`config.mk`:
```
export PLATFORM = sky130hd
export DESIGN_NAME = lcd_mode_timing_top
export DESIGN_NICKNAME = d
export VERILOG_FILES = /design/src/design/lcdt_pkg.sv /design/src/design/lcd_mode_timing_top.sv /design/src/design/lcdt_core.sv
export SDC_FILE = /design/constraint.sdc
export NUM_CORES = 1
export LEC_CHECK = 0
export BUFFER_PORTS_ARGS = -buffer_cell sky130_fd_sc_hd__buf_2
export CORE_ASPECT_RATIO = 0.9
export CORE_UTILIZATION = 30
export CTS_CLUSTER_DIAMETER = 60
export DETAILED_ROUTE_END_ITERATION = 10
export PLACE_DENSITY = 0.54
export RECOVER_POWER = 100
export SLEW_MARGIN = 40
export SYNTH_ARGS = -nofsm -noshare
export SYNTH_HDL_FRONTEND = slang
export SYNTH_SLANG_ARGS = --single-unit
```
`constraint.sdc`:
```
create_clock -name clk -period 6.8 [get_ports clk]
set_input_delay 0.34 -clock clk [delete_from_list [all_inputs] [get_ports clk]]
set_output_delay 0.34 -clock clk [all_outputs]
set_load 0.02 [all_outputs]
```
`src/design/lcdt_pkg.sv`:
```
package lcdt_pkg;

	localparam int TICK_W  = 8;
	localparam int ACC_W   = 10;
	localparam int LINE_W  = 8;
	localparam int CMP_W   = 8;
	localparam int IRQEN_W = 4;
	localparam int CFG_W   = 8;

	localparam logic [ACC_W-1:0] OAM_CYCLES    = ACC_W'(80);
	localparam logic [ACC_W-1:0] XFER_CYCLES   = ACC_W'(172);
	localparam logic [ACC_W-1:0] HBLANK_CYCLES = ACC_W'(204);
	localparam logic [ACC_W-1:0] LINE_CYCLES   = ACC_W'(456);

	localparam logic [LINE_W-1:0] FIRST_VBLANK_LINE = LINE_W'(144);
	localparam logic [LINE_W-1:0] LAST_LINE         = LINE_W'(152);

	// bit positions in the interrupt source enable register
	localparam int IRQEN_HBLANK = 0;
	localparam int IRQEN_VBLANK = 1;
	localparam int IRQEN_OAM    = 2;
	localparam int IRQEN_MATCH  = 3;

	typedef enum logic {
		REG_LINE_COMPARE = 1'b0,
		REG_IRQ_ENABLES  = 1'b1
	} cfg_reg_t;

	typedef enum logic [1:0] {
		MODE_HBL  = 2'd0,
		MODE_VBL  = 2'd1,
		MODE_SCAN = 2'd2,
		MODE_XFER = 2'd3
	} lcd_mode_t;

	typedef struct packed {
		lcd_mode_t         mode;
		logic [LINE_W-1:0] line;
		logic              match;
		logic              irq;
		logic              vblank;
		logic              render;
		logic              running;
	} result_t;

endpackage

```
`src/design/lcd_mode_timing_top.sv`:
```
// An accepted word is held in the input stage; its status is registered into the result stage.
// Throughput: one word per cycle when not stalled; the next word uses the state left
// by the previous one, updated by the single step stage in the cycle it completes.
// Reset (arst_n low, asynchronous): timing off, hblank, line 0, accumulator
// and both configuration registers cleared, both pipeline stages emptied.
module lcd_mode_timing_top (
	input  logic                          clk,
	input  logic                          arst_n,
	input  logic                          in_valid,
	output logic                          in_stall,
	input  logic [lcdt_pkg::TICK_W-1:0]   tick_cycles,
	input  logic                          display_on,
	output logic                          out_valid,
	input  logic                          out_stall,
	output logic [1:0]                    lcd_mode,
	output logic [lcdt_pkg::LINE_W-1:0]   scan_line,
	output logic                          line_match,
	output logic                          lcd_irq,
	output logic                          vblank_irq,
	output logic                          render_line,
	output logic                          running,
	input  logic                          cfg_we,
	input  logic                          cfg_idx,
	input  logic [lcdt_pkg::CFG_W-1:0]    cfg_wdata
);
	import lcdt_pkg::*;

	logic                valid_s1, out_valid_q, adv_s2, ld_s1;
	logic [TICK_W-1:0]   tick_s1;
	logic                on_s1;
	logic [CMP_W-1:0]    line_compare_q;
	logic [IRQEN_W-1:0]  irq_enables_q;
	result_t             res, res_s2;

	assign adv_s2   = !out_valid_q || !out_stall;
	assign in_stall = valid_s1 && !adv_s2;
	assign ld_s1    = in_valid && !in_stall;

	always_ff @(posedge clk or negedge arst_n) begin
		if (!arst_n) begin
			valid_s1    <= 1'b0;
			out_valid_q <= 1'b0;
		end else begin
			if (ld_s1) valid_s1 <= 1'b1;
			else if (adv_s2) valid_s1 <= 1'b0;
			if (adv_s2) out_valid_q <= valid_s1;
		end
	end

	always_ff @(posedge clk) begin
		if (ld_s1) begin
			tick_s1 <= tick_cycles;
			on_s1   <= display_on;
		end
		if (adv_s2 && valid_s1) res_s2 <= res;
	end

	always_ff @(posedge clk or negedge arst_n) begin
		if (!arst_n) begin
			line_compare_q <= '0;
			irq_enables_q  <= '0;
		end else if (cfg_we) begin
			unique case (cfg_reg_t'(cfg_idx))
				REG_LINE_COMPARE: line_compare_q <= cfg_wdata[CMP_W-1:0];
				REG_IRQ_ENABLES:  irq_enables_q  <= cfg_wdata[IRQEN_W-1:0];
				default: ;
			endcase
		end
	end

	lcdt_core u_core (
		.clk          (clk),
		.arst_n       (arst_n),
		.step_en      (valid_s1 && adv_s2),
		.tick         (tick_s1),
		.on           (on_s1),
		.line_compare (line_compare_q),
		.irq_enables  (irq_enables_q),
		.result       (res)
	);

	assign out_valid   = out_valid_q;
	assign lcd_mode    = res_s2.mode;
	assign scan_line   = res_s2.line;
	assign line_match  = res_s2.match;
	assign lcd_irq     = res_s2.irq;
	assign vblank_irq  = res_s2.vblank;
	assign render_line = res_s2.render;
	assign running     = res_s2.running;

endmodule

```
`src/design/lcdt_core.sv`:
```
module lcdt_core (
	input  logic                        clk,
	input  logic                        arst_n,
	input  logic                        step_en,
	input  logic [lcdt_pkg::TICK_W-1:0] tick,
	input  logic                        on,
	input  logic [lcdt_pkg::CMP_W-1:0]  line_compare,
	input  logic [lcdt_pkg::IRQEN_W-1:0] irq_enables,
	output lcdt_pkg::result_t           result
);
	import lcdt_pkg::*;

	logic [ACC_W-1:0]  accum_q, accum_d, acc_base, acc_sat, acc_new;
	logic [ACC_W:0]    acc_sum;
	logic              timing_q, timing_d;
	lcd_mode_t         mode_q, mode_d, mode_base, mode_new;
	logic [LINE_W-1:0] line_q, line_d, line_base, line_new, line_inc;
	logic              turn_off, match, vbl, rend;

	always_comb begin
		turn_off  = timing_q && !on;
		acc_base  = (timing_q && on) ? accum_q : '0;
		mode_base = turn_off ? MODE_HBL : mode_q;
		line_base = turn_off ? '0 : line_q;
		timing_d  = on;
		acc_sum   = {1'b0, acc_base} + {{(ACC_W + 1 - TICK_W){1'b0}}, tick};
		// saturate before the mode compare
		acc_sat   = acc_sum[ACC_W] ? '1 : acc_sum[ACC_W-1:0];
		line_inc  = line_base + LINE_W'(1);
	end

	always_comb begin
		acc_new  = acc_sat;
		mode_new = mode_base;
		line_new = line_base;
		vbl      = 1'b0;
		rend     = 1'b0;
		unique case (mode_base)
			MODE_SCAN: begin
				if (acc_sat >= OAM_CYCLES) begin
					acc_new  = acc_sat - OAM_CYCLES;
					mode_new = MODE_XFER;
				end
			end
			MODE_XFER: begin
				if (acc_sat >= XFER_CYCLES) begin
					acc_new  = acc_sat - XFER_CYCLES;
					mode_new = MODE_HBL;
					rend     = 1'b1;
				end
			end
			MODE_HBL: begin
				if (acc_sat >= HBLANK_CYCLES) begin
					acc_new  = acc_sat - HBLANK_CYCLES;
					line_new = line_inc;
					if (line_inc == FIRST_VBLANK_LINE) begin
						vbl      = 1'b1;
						mode_new = MODE_VBL;
					end else begin
						mode_new = MODE_SCAN;
					end
				end
			end
			MODE_VBL: begin
				if (acc_sat >= LINE_CYCLES) begin
					acc_new = acc_sat - LINE_CYCLES;
					// wrap at the last line; line 0 leaves vblank a period later
					priority if (line_base == LAST_LINE) line_new = '0;
					else if (line_base == '0) mode_new = MODE_SCAN;
					else line_new = line_inc;
				end
			end
			default: ;
		endcase
	end

	always_comb begin
		match = (line_new == line_compare);
		if (on) begin
			accum_d = acc_new;
			mode_d  = mode_new;
			line_d  = line_new;
		end else begin
			accum_d = '0;
			mode_d  = mode_base;
			line_d  = line_base;
		end
		result.mode    = mode_d;
		result.line    = line_d;
		result.running = timing_d;
		result.match   = on && match;
		result.irq     = on && ((match && irq_enables[IRQEN_MATCH]) ||
			(mode_new == MODE_SCAN && irq_enables[IRQEN_OAM]) ||
			(mode_new == MODE_VBL  && irq_enables[IRQEN_VBLANK]) ||
			(mode_new == MODE_HBL  && irq_enables[IRQEN_HBLANK]));
		result.vblank  = on && vbl;
		result.render  = on && rend;
	end

	always_ff @(posedge clk or negedge arst_n) begin
		if (!arst_n) begin
			accum_q  <= '0;
			timing_q <= 1'b0;
			mode_q   <= MODE_HBL;
			line_q   <= '0;
		end else if (step_en) begin
			accum_q  <= accum_d;
			timing_q <= timing_d;
			mode_q   <= mode_d;
			line_q   <= line_d;
		end
	end

`ifndef NO_ASSERTIONS
	a_idle_state: assert property (@(posedge clk) disable iff (!arst_n)
		!timing_q |-> (mode_q == MODE_HBL && line_q == '0 && accum_q == '0))
		else $error("timing off but state not cleared");
	a_line_range: assert property (@(posedge clk) disable iff (!arst_n)
		line_q <= LAST_LINE)
		else $error("scan line beyond last line");
	a_vblank_entry: assert property (@(posedge clk) disable iff (!arst_n)
		step_en && result.vblank |=> (line_q == FIRST_VBLANK_LINE && mode_q == MODE_VBL))
		else $error("vblank pulse without entering vblank at its first line");
`endif
endmodule
```
==> summary.txt, run 1 <==
Run status = complete, but fails checks
Failing checks = max-capacitance violations, max-slew violations
Post-Syn Area = 4590 um2
Initial Util = 31.0%
Worst setup EP type = flop
RSZ-0062 raised after global routing = false
Post-synth EDFFs = 24
#FFs+latches synth = 59
Clock root buffer = clkbuf_16
Global-route wire length before repair = 22900 um
Final min period = 5.55 ns
Top post-synthesis cells by area = dfrtp_1 (19%), edfxtp_1 (16%), nand2_1 (5.6%)
Count leader, synth = nand2_1
H-tree lvl count = 3
Die footprint = 15800 um2
Num rows = 42
Syn_nets = 560
Largest fanout on the critical path = 20
Drt drc = 0
Crit share post-route = 81.7%
Routed vias/inst = 5.64
Io pins = 40
Hpwl dp = 10500 um
Grt total ovfl = 0
Clock Tree Buf Depth = 2
Clock Latency Late Sink = 0.35 ns
Hold_sp = tick_cycles[5]
Setup bufs post-CTS = 0
P per Cell Area = 374 nW/um2
Area after DPL = 4950 um2
Post-synthesis async set-or-reset flop share = 59.3%
Finished Cell Area = 5210 um2
RR Startpoint = on_s1
# setup viols final = 0
DR vias = 4251
Final net count = 587
Starting DRT DRC Count = 456
Worst Setup SP = on_s1
Worst Setup Start Kind = flop
Post-synth top area share = 19.1%
Initial antenna violation count = 0
Core Area = 14800 um2
Post_cts resized = 0
Area leader, netlist = dfrtp_1
Crit path arrival time = 5.74 ns
Cell Chain, Critical Path = and2_0 > nand2_1 > fa_1 > nand2b_1 > a211oi_1 > o2111a_1 > buf_4 > nor2_1 > inv_1 > ha_1 > a221oi_1 > o31ai_4 > buf_4 > mux2_2 > o21bai_1 > o31a_1 > nor4_1 > o2111ai_1 > o21ai_0
CP max stage cell = edfxtp_1
Die Span Y = 119 um
Global-route total usage across every layer = 19.0%
DRT antenna net count = 0
Slew @ Worst Pin = 2.00 ns
Slew margin rel. = -33.4%
Worst Clk Skew = 0.0136 ns
Diode count = 0
TNS Setup = 0 ns
Share of post-route cells with drive strength above 1 = 13.8%
DRT Pass-1 Iters = 5
Cells after Synth = 524
Vias in the first global route = 4019
Synth warnings = 0
Top cell by count, worst path = buf_4
Die Width = 132 um
Ys flop type = dfrtp_1
Fmax = 0.180 GHz
Reg clk slew, reported paths = 0.06 ns
Gpl congestion = 0.916
CTS tree = done
Slew Viols, Final = 36
Kind of cell adding the most delay to the critical path = compound AO/OA/AOI/OAI gates
Max-cap violations = 1
VDD IR max = 0.173 mV
Post-synth top cells = nand2_1 (69), nor2_1 (38), o21ai_0 (38)
Critical Path Max Stage Delay = 0.57 ns
Final WL = 14400 um
Worst Path Buf+Inv = 3
Area grow syn2layout = 13.6%
Leakage power = 2.15 nW
Average wire per standard cell = 19.1 um
Syn Area/Cell = 8.76 um2
CTS Sinks = 59
Fin. Hold Viols = 0
Register area share after synthesis = 34.8%
Synth unique cells = 78
Critical path type = reg2reg
Hold WC Path Type = in2reg
Number of buffers created by CTS = 9
Port bufs = 39
Largest net degree at the start of global routing = 36
CP required = 6.99 ns
==> worst register-to-register path: cells and delay by family (launching register included) <==
family                   cells  cell delay, ns
flip-flops                   1            0.57
AND/OR/NAND/NOR              5            1.06
AO/OA/AOI/OAI                8            2.02
adder cells (fa/ha/maj)      2            0.73
multiplexers                 1            0.36
buffers and inverters        3            0.65
==> cell families (layout without fill, tap and decap cells) <==
family / Yosys count / after routing / synth area share (%)
buffers and inverters: 43 / 75 / 3.63
xor gates and xnor gates: 22 / 22 / 4.36
adders and majority gates: 13 / 13 / 3.71
muxes: 25 / 25 / 5.89
DFF: 59 / 59 / 34.8
and+or+nand+nor: 182 / 182 / 19.0
AOI/OAI and AO/OA: 180 / 180 / 28.6
==> cell usage in the layout (no fill, tap or decap), types with 14 or more instances in the layout <==
master | synthesis | routed
nand2_1 | 69 | 69
o21ai_0 | 38 | 41
nor2_1 | 38 | 38
dfrtp_1 | 35 | 35
a21oi_1 | 30 | 31
edfxtp_1 | 24 | 24
clkbuf_1 | 23 | 20
buf_2 | 4 | 20
mux2_2 | 16 | 16
xnor2_1 | 14 | 14
==> registers in the layout, indices dropped and copies added (netlist names) <==
| name | cells |
|---|---|
| on_s1 | 1 |
| line_match | 1 |
| u_core.timing_q | 1 |
| vblank_irq | 1 |
| u_core.line_q | 8 |
| lcd_irq | 1 |
| tick_s1 | 8 |
| u_core.accum_q | 10 |
| scan_line | 8 |
| irq_enables_q | 4 |
| lcd_mode | 2 |
| u_core.mode_q | 2 |
| running | 1 |
| out_valid | 1 |
| line_compare_q | 8 |
| render_line | 1 |
| valid_s1 | 1 |
==> worst paths after layout <==
check | end | slack [ns] | cells after the start
max | lcd_irq | 1.25 | 19
min | tick_s1[5] | 0.17 | 1
max reg2reg | lcd_irq | 1.25 | 19
min reg2reg | u_core.accum_q[0] | 0.48 | 2
max in group asynchronous | valid_s1 | 4.53 | 2
min in group asynchronous | u_core.accum_q[8] | 1.09 | 2
==> through the flow <==
stage | power, mW | utilization, % | worst slack (ns) | hold slack, ns | std cells
after floorplan | 1.21 | - | 2.00 | 0.0444 | 524
after global placement | 1.48 | 33.4 | 1.63 | 0.467 | 736
after detailed placement | 1.47 | 33.4 | 1.36 | 0.338 | 736
after CTS | 1.95 | 35.5 | 1.31 | 0.161 | 753
after global routing | 2.07 | 35.2 | 0.762 | 0.171 | 754
final | 1.95 | 35.2 | 1.25 | 0.171 | 754
==> where the power goes <==
| part | switching (mW) | leakage, nW | internal (mW) | total, mW |
|---|---|---|---|---|
| logic | 0.593 | 1.34 | 0.326 | 0.919 |
| clock network | 0.180 | 0.145 | 0.293 | 0.473 |
| registers | 0.0971 | 0.673 | 0.460 | 0.557 |
| total | 0.870 | 2.15 | 1.08 | 1.95 |
==> per-layer routing <==
layer,up-vias,GRT usage (%),wire [um]
met5,-,0,0
met4,0,8.41,317
met3,25,3.92,1090
met2,190,26.3,5920
met1,2023,27.9,7050
li1,2013,-,-
==> what timing repair did <==
action                                  in CTS  in global routing
hold endpoints to repair                    35                  0
hold buffers                                 1                  0
endpoints found under the setup margin       0                  0
==> area by class of cell <==
type / count / area, um2
Tap cell: 198 / 248
Clock inverter: 6 / 63.8
Multi-Input combinational cell: 422 / 2800
Clock buffer: 10 / 239
Sequential cell: 59 / 1600
Fill cell: 1580 / 9610
Timing Repair Buffer: 45 / 215
Inverter: 14 / 52.6
Power figures use the tool's default switching activity.
==> run 2, diff against run 1 <==
- PLACE_DENSITY: 0.54 -> 0.55
- clock period: 6.8 -> 4.8 ns (I/O delays scaled with it)
==> run 2 against run 1 <==
  * The flow still finishes with violations (max-capacitance violations, max-slew violations)
  * Clock power is 44% higher
  * Largest power group unchanged
  * Cell count increased by 1.7%
  * Design area increased by 2.5%
  * Via count increased by 2.4%
  * Sequential share of layout area fell by 0.74 points
  * Critical path depth grew 2
  * Power increased by 44%
  * Die area unchanged
  * Maximum frequency grew 22%
  * Clock skew decreased by 0.0035 ns
==> summary.txt, run 2 (synthesized netlist as in run 1, its figures left out) <==
TNS Setup = 0 ns (unchanged)
R2r worst-path depth = 21 (was 19)
Final net count = 600 (was 587)
RSZ-0062 raised after global routing = false (unchanged)
Top cell by count, worst path = buf_4 (unchanged)
Die Width = 132 um (unchanged)
# setup viols final = 0 (unchanged)
Io pins = 40 (unchanged)
Vias in the first global route = 4085 (was 4019)
Final min period = 4.55 ns (was 5.55 ns)
Initial antenna violation count = 0 (unchanged)
DR vias = 4351 (was 4251)
Met1 Track Usage GR = 27.2% (was 27.9%)
Die Span Y = 119 um (unchanged)
Power Total = 2.81 mW (was 1.95 mW)
Final WL = 14300 um (was 14400 um)
Most Crowded Layer GR = met1 (unchanged)
Max-cap violations = 1 (unchanged)
DRT antenna net count = 0 (unchanged)
Port bufs = 39 (unchanged)
Largest fanout on the critical path = 12 (was 20)
Worst reg-to-reg setup slack = 0.25 ns (was 1.25 ns)
RR Startpoint = on_s1 (unchanged)
Average wire per standard cell = 18.6 um (was 19.1 um)
Commonest non-fill, non-tap cell in the layout = nand2_1 (unchanged)
Biggest register = u_core.accum_q (unchanged)
Crit share post-route = 94.8% (was 81.7%)
Number of buffers created by CTS = 9 (unchanged)
Max FFs per register = 10 (unchanged)
Met2 usage = 27.1% (was 26.3%)
Reg clk slew, reported paths = 0.05 ns (was 0.06 ns)
Worst setup EP type = flop (unchanged)
Core Area = 14800 um2 (unchanged)
Final setup margin = 0.250 ns (was 1.25 ns)
Global-route wire length before repair = 22900 um (about the same)
Initial Util = 31.0% (unchanged)
CP max stage cell = edfxtp_1 (unchanged)
Largest net degree at the start of global routing = 36 (unchanged)
CTS tree = done (unchanged)
VDD IR max = 0.214 mV (was 0.173 mV)
Clock Tree Buf Depth = 2 (unchanged)
Clock Latency Late Sink = 0.34 ns (was 0.35 ns)
Hold WC Path Type = in2reg (unchanged)
Die footprint = 15800 um2 (unchanged)
Commonest cells after routing, fill and taps aside = nand2_1 (69), o21ai_0 (39), nor2_1 (38), dfrtp_1 (35), a21oi_1 (31) (was nand2_1 (69), o21ai_0 (41), nor2_1 (38), dfrtp_1 (35), a21oi_1 (31))
Worst Setup Start Kind = flop (unchanged)
Slew @ Worst Pin = 2.07 ns (was 2.00 ns)
Clock root buffer = clkbuf_16 (unchanged)
Share of post-route cells with drive strength above 1 = 16.3% (was 13.8%)
Fin. Hold Viols = 0 (unchanged)
Hold_sp = display_on (was tick_cycles[5])
Post-placement worst setup slack = 0.273 ns (was 1.36 ns)
Critical Path Max Stage Delay = 0.41 ns (was 0.57 ns)
CP required = 4.89 ns (was 6.99 ns)
Routed vias/inst = 5.67 (was 5.64)
Fmax = 0.220 GHz (was 0.180 GHz)
Failing checks = max-capacitance violations, max-slew violations (unchanged)
Global-route total usage across every layer = 18.8% (was 19.0%)
DRT Pass-1 Iters = 6 (was 5)
H-tree lvl count = 3 (unchanged)
Diode count = 0 (unchanged)
Gpl congestion = 0.935 (was 0.916)
Worst Clk Skew = 0.0102 ns (was 0.0136 ns)
M3 GR Usage = 3.83% (was 3.92%)
Grt total ovfl = 0 (unchanged)
Slew margin rel. = -37.7% (was -33.4%)
Hpwl dp = 10600 um (was 10500 um)
Leakage power = 2.22 nW (was 2.15 nW)
Hold Crit Depth = 1 (unchanged)
Drt drc = 0 (unchanged)
Slew Viols, Final = 36 (unchanged)
Cell Chain, Critical Path = buf_4 > and2_1 > nand2_1 > inv_1 > ha_1 > a21o_1 > a21o_1 > xor2_1 > nor2_1 > inv_1 > ha_1 > a221oi_2 > o31ai_4 > buf_4 > buf_4 > a31oi_1 > a21oi_1 > a21oi_1 > mux2i_1 > a311o_1 > o21ai_1 (was and2_0 > nand2_1 > fa_1 > nand2b_1 > a211oi_1 > o2111a_1 > buf_4 > nor2_1 > inv_1 > ha_1 > a221oi_1 > o31ai_4 > buf_4 > mux2_2 > o21bai_1 > o31a_1 > nor4_1 > o2111ai_1 > o21ai_0)
Critical path type = reg2reg (unchanged)
Num rows = 42 (unchanged)
Crit path arrival time = 4.64 ns (was 5.74 ns)
Area grow syn2layout = 16.4% (was 13.6%)
Worst Hold Path EP = on_s1 (was tick_s1[5])
P per Cell Area = 525 nW/um2 (was 374 nW/um2)
Run status = complete, but fails checks (unchanged)
CTS Sinks = 59 (unchanged)
Starting DRT DRC Count = 413 (was 456)
Critical R2R Capture = lcd_irq (unchanged)
==> run 2: area by class of cell <==
| type | count | area (um2) |
|---|---|---|
| Multi-Input combinational cell | 422 | 2820 |
| Inverter | 14 | 52.6 |
| Tap cell | 198 | 248 |
| Timing Repair Buffer | 58 | 310 |
| Fill cell | 1551 | 9480 |
| Sequential cell | 59 | 1600 |
| Clock inverter | 3 | 46.3 |
| Clock buffer | 13 | 270 |
==> run 2: worst max-delay path by stage <==
stage,from,end
2_1_floorplan,on_s1,lcd_irq
3_3_place_gp,on_s1,lcd_irq
3_5_place_dp,on_s1,lcd_irq
4_1_cts,u_core.timing_q,lcd_irq
5_1_grt,on_s1,lcd_irq
6_report,on_s1,lcd_irq
==> run 2: critical path, delay by kind of cell (launching register included) <==
| family | cells | cell delay, ns |
|---|---|---|
| adder cells (fa/ha/maj) | 2 | 0.55 |
| XOR/XNOR | 1 | 0.21 |
| buffers and inverters | 5 | 0.67 |
| AO/OA/AOI/OAI | 9 | 1.76 |
| multiplexers | 1 | 0.24 |
| flip-flops | 1 | 0.41 |
| AND/OR/NAND/NOR | 3 | 0.43 |
==> run 2: through the flow <==
step                      area (um2)  hold slack, ns  std cells  util (%)
after floorplan                 4590         -0.0556        524         -
after global placement          5040           0.389        748      34.0
after detailed placement        5040           0.238        748      34.0
after CTS                       5370          0.0666        765      36.2
after global routing            5340          0.0707        767      36.0
final                           5340          0.0768        767      36.0
==> run 2: layer usage <==
layer,wire [um],share of wire (%)
met5,0,0
met4,246,1.7
met3,1140,8.0
met2,6080,43
met1,6830,48
==> run 2: power by group <==
group	switching (mW)	total, mW	leakage (nW)	internal (mW)
clock network	0.234	0.679	0.152	0.445
logic	0.823	1.31	1.39	0.484
registers	0.168	0.819	0.673	0.651
total	1.23	2.81	2.22	1.58
==> run 2: what timing repair did <==
action / in CTS / in global routing
hold endpoints to repair: 35 / 0
hold buffers: 1 / 0
setup buffers: 0 / 2
setup endpoints to repair: 0 / 2
gates resized for setup: 0 / 3
==> run 3, diff against run 2 <==
- ABC_AREA: not set -> 1
==> run 3 against run 2 <==
  * The run still ends with max-capacitance violations, max-slew violations left
  * Die area fell by 1.3%
  * Non-clock buffer count fell by 13
  * Setup slack improved by 0.34 ns
  * Clock skew fell by 0.0052 ns
  * Sequential share of layout area rose by 0.57 points
  * Critical endpoint is now line_match
  * Global-route usage fell by 1.7 points
==> summary.txt, run 3 <==
Clock root buffer = clkbuf_16 (unchanged)
Core Area = 14700 um2 (was 14800 um2)
DR vias = 4326 (was 4351)
Commonest non-fill, non-tap cell in the layout = nand2_1 (unchanged)
Critical Path Max Stage Delay = 0.44 ns (was 0.41 ns)
DP Cell Count = 883 (was 748)
Clock Tree Buf Depth = 2 (unchanged)
Final WL = 12500 um (was 14300 um)
Area after DPL = 4960 um2 (was 5040 um2)
Ys flop type = dfrtp_1 (unchanged)
Count leader, synth = nand2_1 (unchanged)
Critical path type = reg2reg (unchanged)
Num rows = 42 (unchanged)
Slew @ Worst Pin = 2.05 ns (was 2.07 ns)
H-tree lvl count = 3 (unchanged)
Share of post-route cells with drive strength above 1 = 12.8% (was 16.3%)
Vias in the first global route = 3989 (was 4085)
CP max stage cell = dfrtp_1 (was edfxtp_1)
Leakage power = 2.53 nW (was 2.22 nW)
Fillers = 1611 (was 1551)
Reg clk slew, reported paths = 0.05 ns (about the same)
Syn_nets = 687 (was 560)
Hold WC Path Type = in2reg (unchanged)
CTS tree = done (unchanged)
Max FFs per register = 10 (unchanged)
Slew Viols, Final = 76 (was 36)
Worst Setup Start Kind = flop (unchanged)
Biggest register = u_core.accum_q (unchanged)
Setup bufs post-CTS = 0 (unchanged)
Post-synthesis async set-or-reset flop share = 59.3% (unchanged)
Final min period = 4.21 ns (was 4.55 ns)
Syn Area/Cell = 6.95 um2 (was 8.76 um2)
#FFs+latches synth = 59 (unchanged)
P_int = 1.54 mW (was 1.58 mW)
Top Layer Used = met4 (unchanged)
Combinational power share = 51.8% (was 46.6%)
Global-route total usage across every layer = 17.1% (was 18.8%)
Final setup margin = 0.588 ns (was 0.250 ns)
Post-synth EDFFs = 24 (unchanged)
Hpwl dp = 9320 um (was 10600 um)
Die Width = 131 um (was 132 um)
Number of buffers created by CTS = 9 (unchanged)
Clk pwr share = 22.5% (was 24.2%)
Post-Syn Area = 4530 um2 (was 4590 um2)
Crit share post-route = 87.7% (was 94.8%)
Synth warnings = 0 (unchanged)
Post-placement worst setup slack = 0.711 ns (was 0.273 ns)
Initial antenna violation count = 0 (unchanged)
Failing checks = max-capacitance violations, max-slew violations (unchanged)
Power Total = 2.90 mW (was 2.81 mW)
CP required = 4.89 ns (about the same)
Fmax = 0.237 GHz (was 0.220 GHz)
Io pins = 40 (unchanged)
Diode count = 0 (unchanged)
Sw frac = 46.9% (was 43.7%)
# setup viols final = 0 (unchanged)
Global-route wire length before repair = 20700 um (was 22900 um)
Clock Latency Late Sink = 0.34 ns (about the same)
DRT antenna net count = 0 (unchanged)
Area leader, netlist = dfrtp_1 (unchanged)
Initial Util = 30.8% (was 31.0%)
P per Cell Area = 553 nW/um2 (was 525 nW/um2)
Hold Slack = 0.0769 ns (was 0.0768 ns)
Worst Clk Skew = 0.00491 ns (was 0.0102 ns)
Synth unique cells = 45 (was 78)
Top post-synthesis cells by area = dfrtp_1 (19%), edfxtp_1 (16%), nand2_1 (16%) (was dfrtp_1 (19%), edfxtp_1 (16%), nand2_1 (5.6%))
Final net count = 733 (was 600)
Metal3 WL = 852 um (was 1140 um)
CTS Sinks = 59 (unchanged)
TNS Setup = 0 ns (unchanged)
Average wire per standard cell = 13.9 um (was 18.6 um)
Post-synth top cells = nand2_1 (187), inv_1 (88), nor2_1 (67) (was nand2_1 (69), nor2_1 (38), o21ai_0 (38))
Routed vias/inst = 4.81 (was 5.67)
Post-synth top area share = 19.3% (was 19.1%)
Cells after Synth = 651 (was 524)
Worst Path Buf+Inv = 5 (unchanged)
Gpl congestion = 0.928 (was 0.935)
Die footprint = 15600 um2 (was 15800 um2)
DRT Pass-1 Iters = 5 (was 6)
Layout Cells excl Fill = 900 (was 767)
Area grow syn2layout = 15.8% (was 16.4%)
Port bufs = 39 (unchanged)
Max-cap violations = 2 (was 1)
Switching power = 1.36 mW (was 1.23 mW)
Sequential power share = 25.7% (was 29.2%)
Worst reg-to-reg setup slack = 0.59 ns (was 0.25 ns)
Commonest cells after routing, fill and taps aside = nand2_1 (189), inv_1 (88), nor2_1 (66), nand3_1 (57), o21ai_0 (40) (was nand2_1 (69), o21ai_0 (39), nor2_1 (38), dfrtp_1 (35), a21oi_1 (31))
Drt drc = 0 (unchanged)
Final core utilization = 35.6% (was 36.0%)
Hold Crit Depth = 1 (unchanged)
Fin. Hold Viols = 0 (unchanged)
Finished Cell Area = 5240 um2 (was 5340 um2)
Starting DRT DRC Count = 355 (was 413)
Met2 WL post-DR = 5030 um (was 6080 um)
Metal-1 WL = 6380 um (was 6830 um)
Register area share after synthesis = 35.3% (was 34.8%)
Kind of cell adding the most delay to the critical path = simple AND/OR/NAND/NOR gates (was compound AO/OA/AOI/OAI gates)
Worst setup EP type = flop (unchanged)
R2r worst-path depth = 27 (was 21)
Largest net degree at the start of global routing = 40 (was 36)
WP depth = 27 (was 21)
VDD IR max = 0.224 mV (was 0.214 mV)
Die Span Y = 119 um (about the same)
Slew margin rel. = -36.3% (was -37.7%)
Run status = complete, but fails checks (unchanged)
Largest fanout on the critical path = 9 (was 12)
RSZ-0062 raised after global routing = false (unchanged)
Crit path arrival time = 4.31 ns (was 4.64 ns)
Grt total ovfl = 0 (unchanged)
[run 3: cell count changes in the layout (fill, tap and decap cells not counted), sizes merged, moves of 9 or more]
cell and change:
a21o -10, a21oi -10, buf -13, inv +87, mux2 -14, mux2i -9
nand2 +132, nand3 +50, nand4 +15, nor2 +36, xnor2 -14
[run 3: area by class of cell]
type	instances	area [um2]	area share [%]
well taps	198	248	4.73
multi-input cells	480	2490	47.5
repair buffers	45	213	4.06
clock buffers	10	239	4.56
flip-flops and latches	59	1600	30.5
inverters	102	388	7.40
clock inverters	6	65.1	1.24
[run 3: final timing paths]
check / from / end
max in group asynchronous: arst_n / u_core.accum_q[1]
worst max register to register: u_core.timing_q / line_match
worst min-delay path: tick_cycles[3] / tick_s1[3]
worst min register to register: irq_enables_q[2] / irq_enables_q[2]
worst max-delay path: u_core.timing_q / line_match
min in group asynchronous: arst_n / u_core.line_q[4]
[run 3: metal layers]
| metal | global-route usage [%] | vias up |
|---|---|---|
| met5 | 0 | - |
| met4 | 8.14 | 0 |
| met3 | 3.39 | 19 |
| met2 | 23.6 | 154 |
| met1 | 25.0 | 1943 |
| li1 | - | 2210 |
[run 3: what timing repair did]
action                                 4_1_cts  5_1_grt
gates resized for setup                      0        0
hold buffers                                 1        0
endpoints found under the hold margin       35        0
[run 3: cell families after synthesis]
| kind of cell | count (synthesis) | share of synthesized area [%] |
|---|---|---|
| adder cells (fa/ha/maj) | 13 | 3.76 |
| buffers and inverters | 112 | 9.76 |
| AND/OR/NAND/NOR | 367 | 37.7 |
| AO/OA/AOI/OAI | 90 | 11.5 |
| XOR/XNOR | 8 | 1.55 |
| multiplexers | 2 | 0.497 |
| flip-flops | 59 | 35.3 |
[run 3: worst reg2reg max path, cell delays in order, from the launching register on]
cell	delay, ns
dfrtp_1	0.44
nand2_1	0.28
nor2_1	0.09
ha_1	0.22
inv_1	0.07
fa_1	0.18
inv_1	0.04
nand2_1	0.10
nand2_2	0.10
nand3_2	0.07
nand2_2	0.11
nand2_4	0.18
inv_4	0.08
a21oi_2	0.28
inv_1	0.11
ha_1	0.20
inv_1	0.11
nand4_2	0.16
nand2_4	0.17
nand2_4	0.11
nand2_4	0.15
nor2_1	0.06
nor2_1	0.10
nand2_1	0.08
or2_0	0.21
nand3_1	0.08
nor2_1	0.05
and2_1	0.15
[run 3: power by group through the flow]
| stage | logic, mW | registers [mW] | clock network, mW |
|---|---|---|---|
| floorplan | 1.08 | 0.773 | 0 |
| global placement | 1.51 | 0.747 | 0 |
| detailed placement | 1.48 | 0.750 | 0 |
| CTS | 1.49 | 0.743 | 0.670 |
| global route | 1.69 | 0.763 | 0.690 |
| finish | 1.50 | 0.744 | 0.653 |
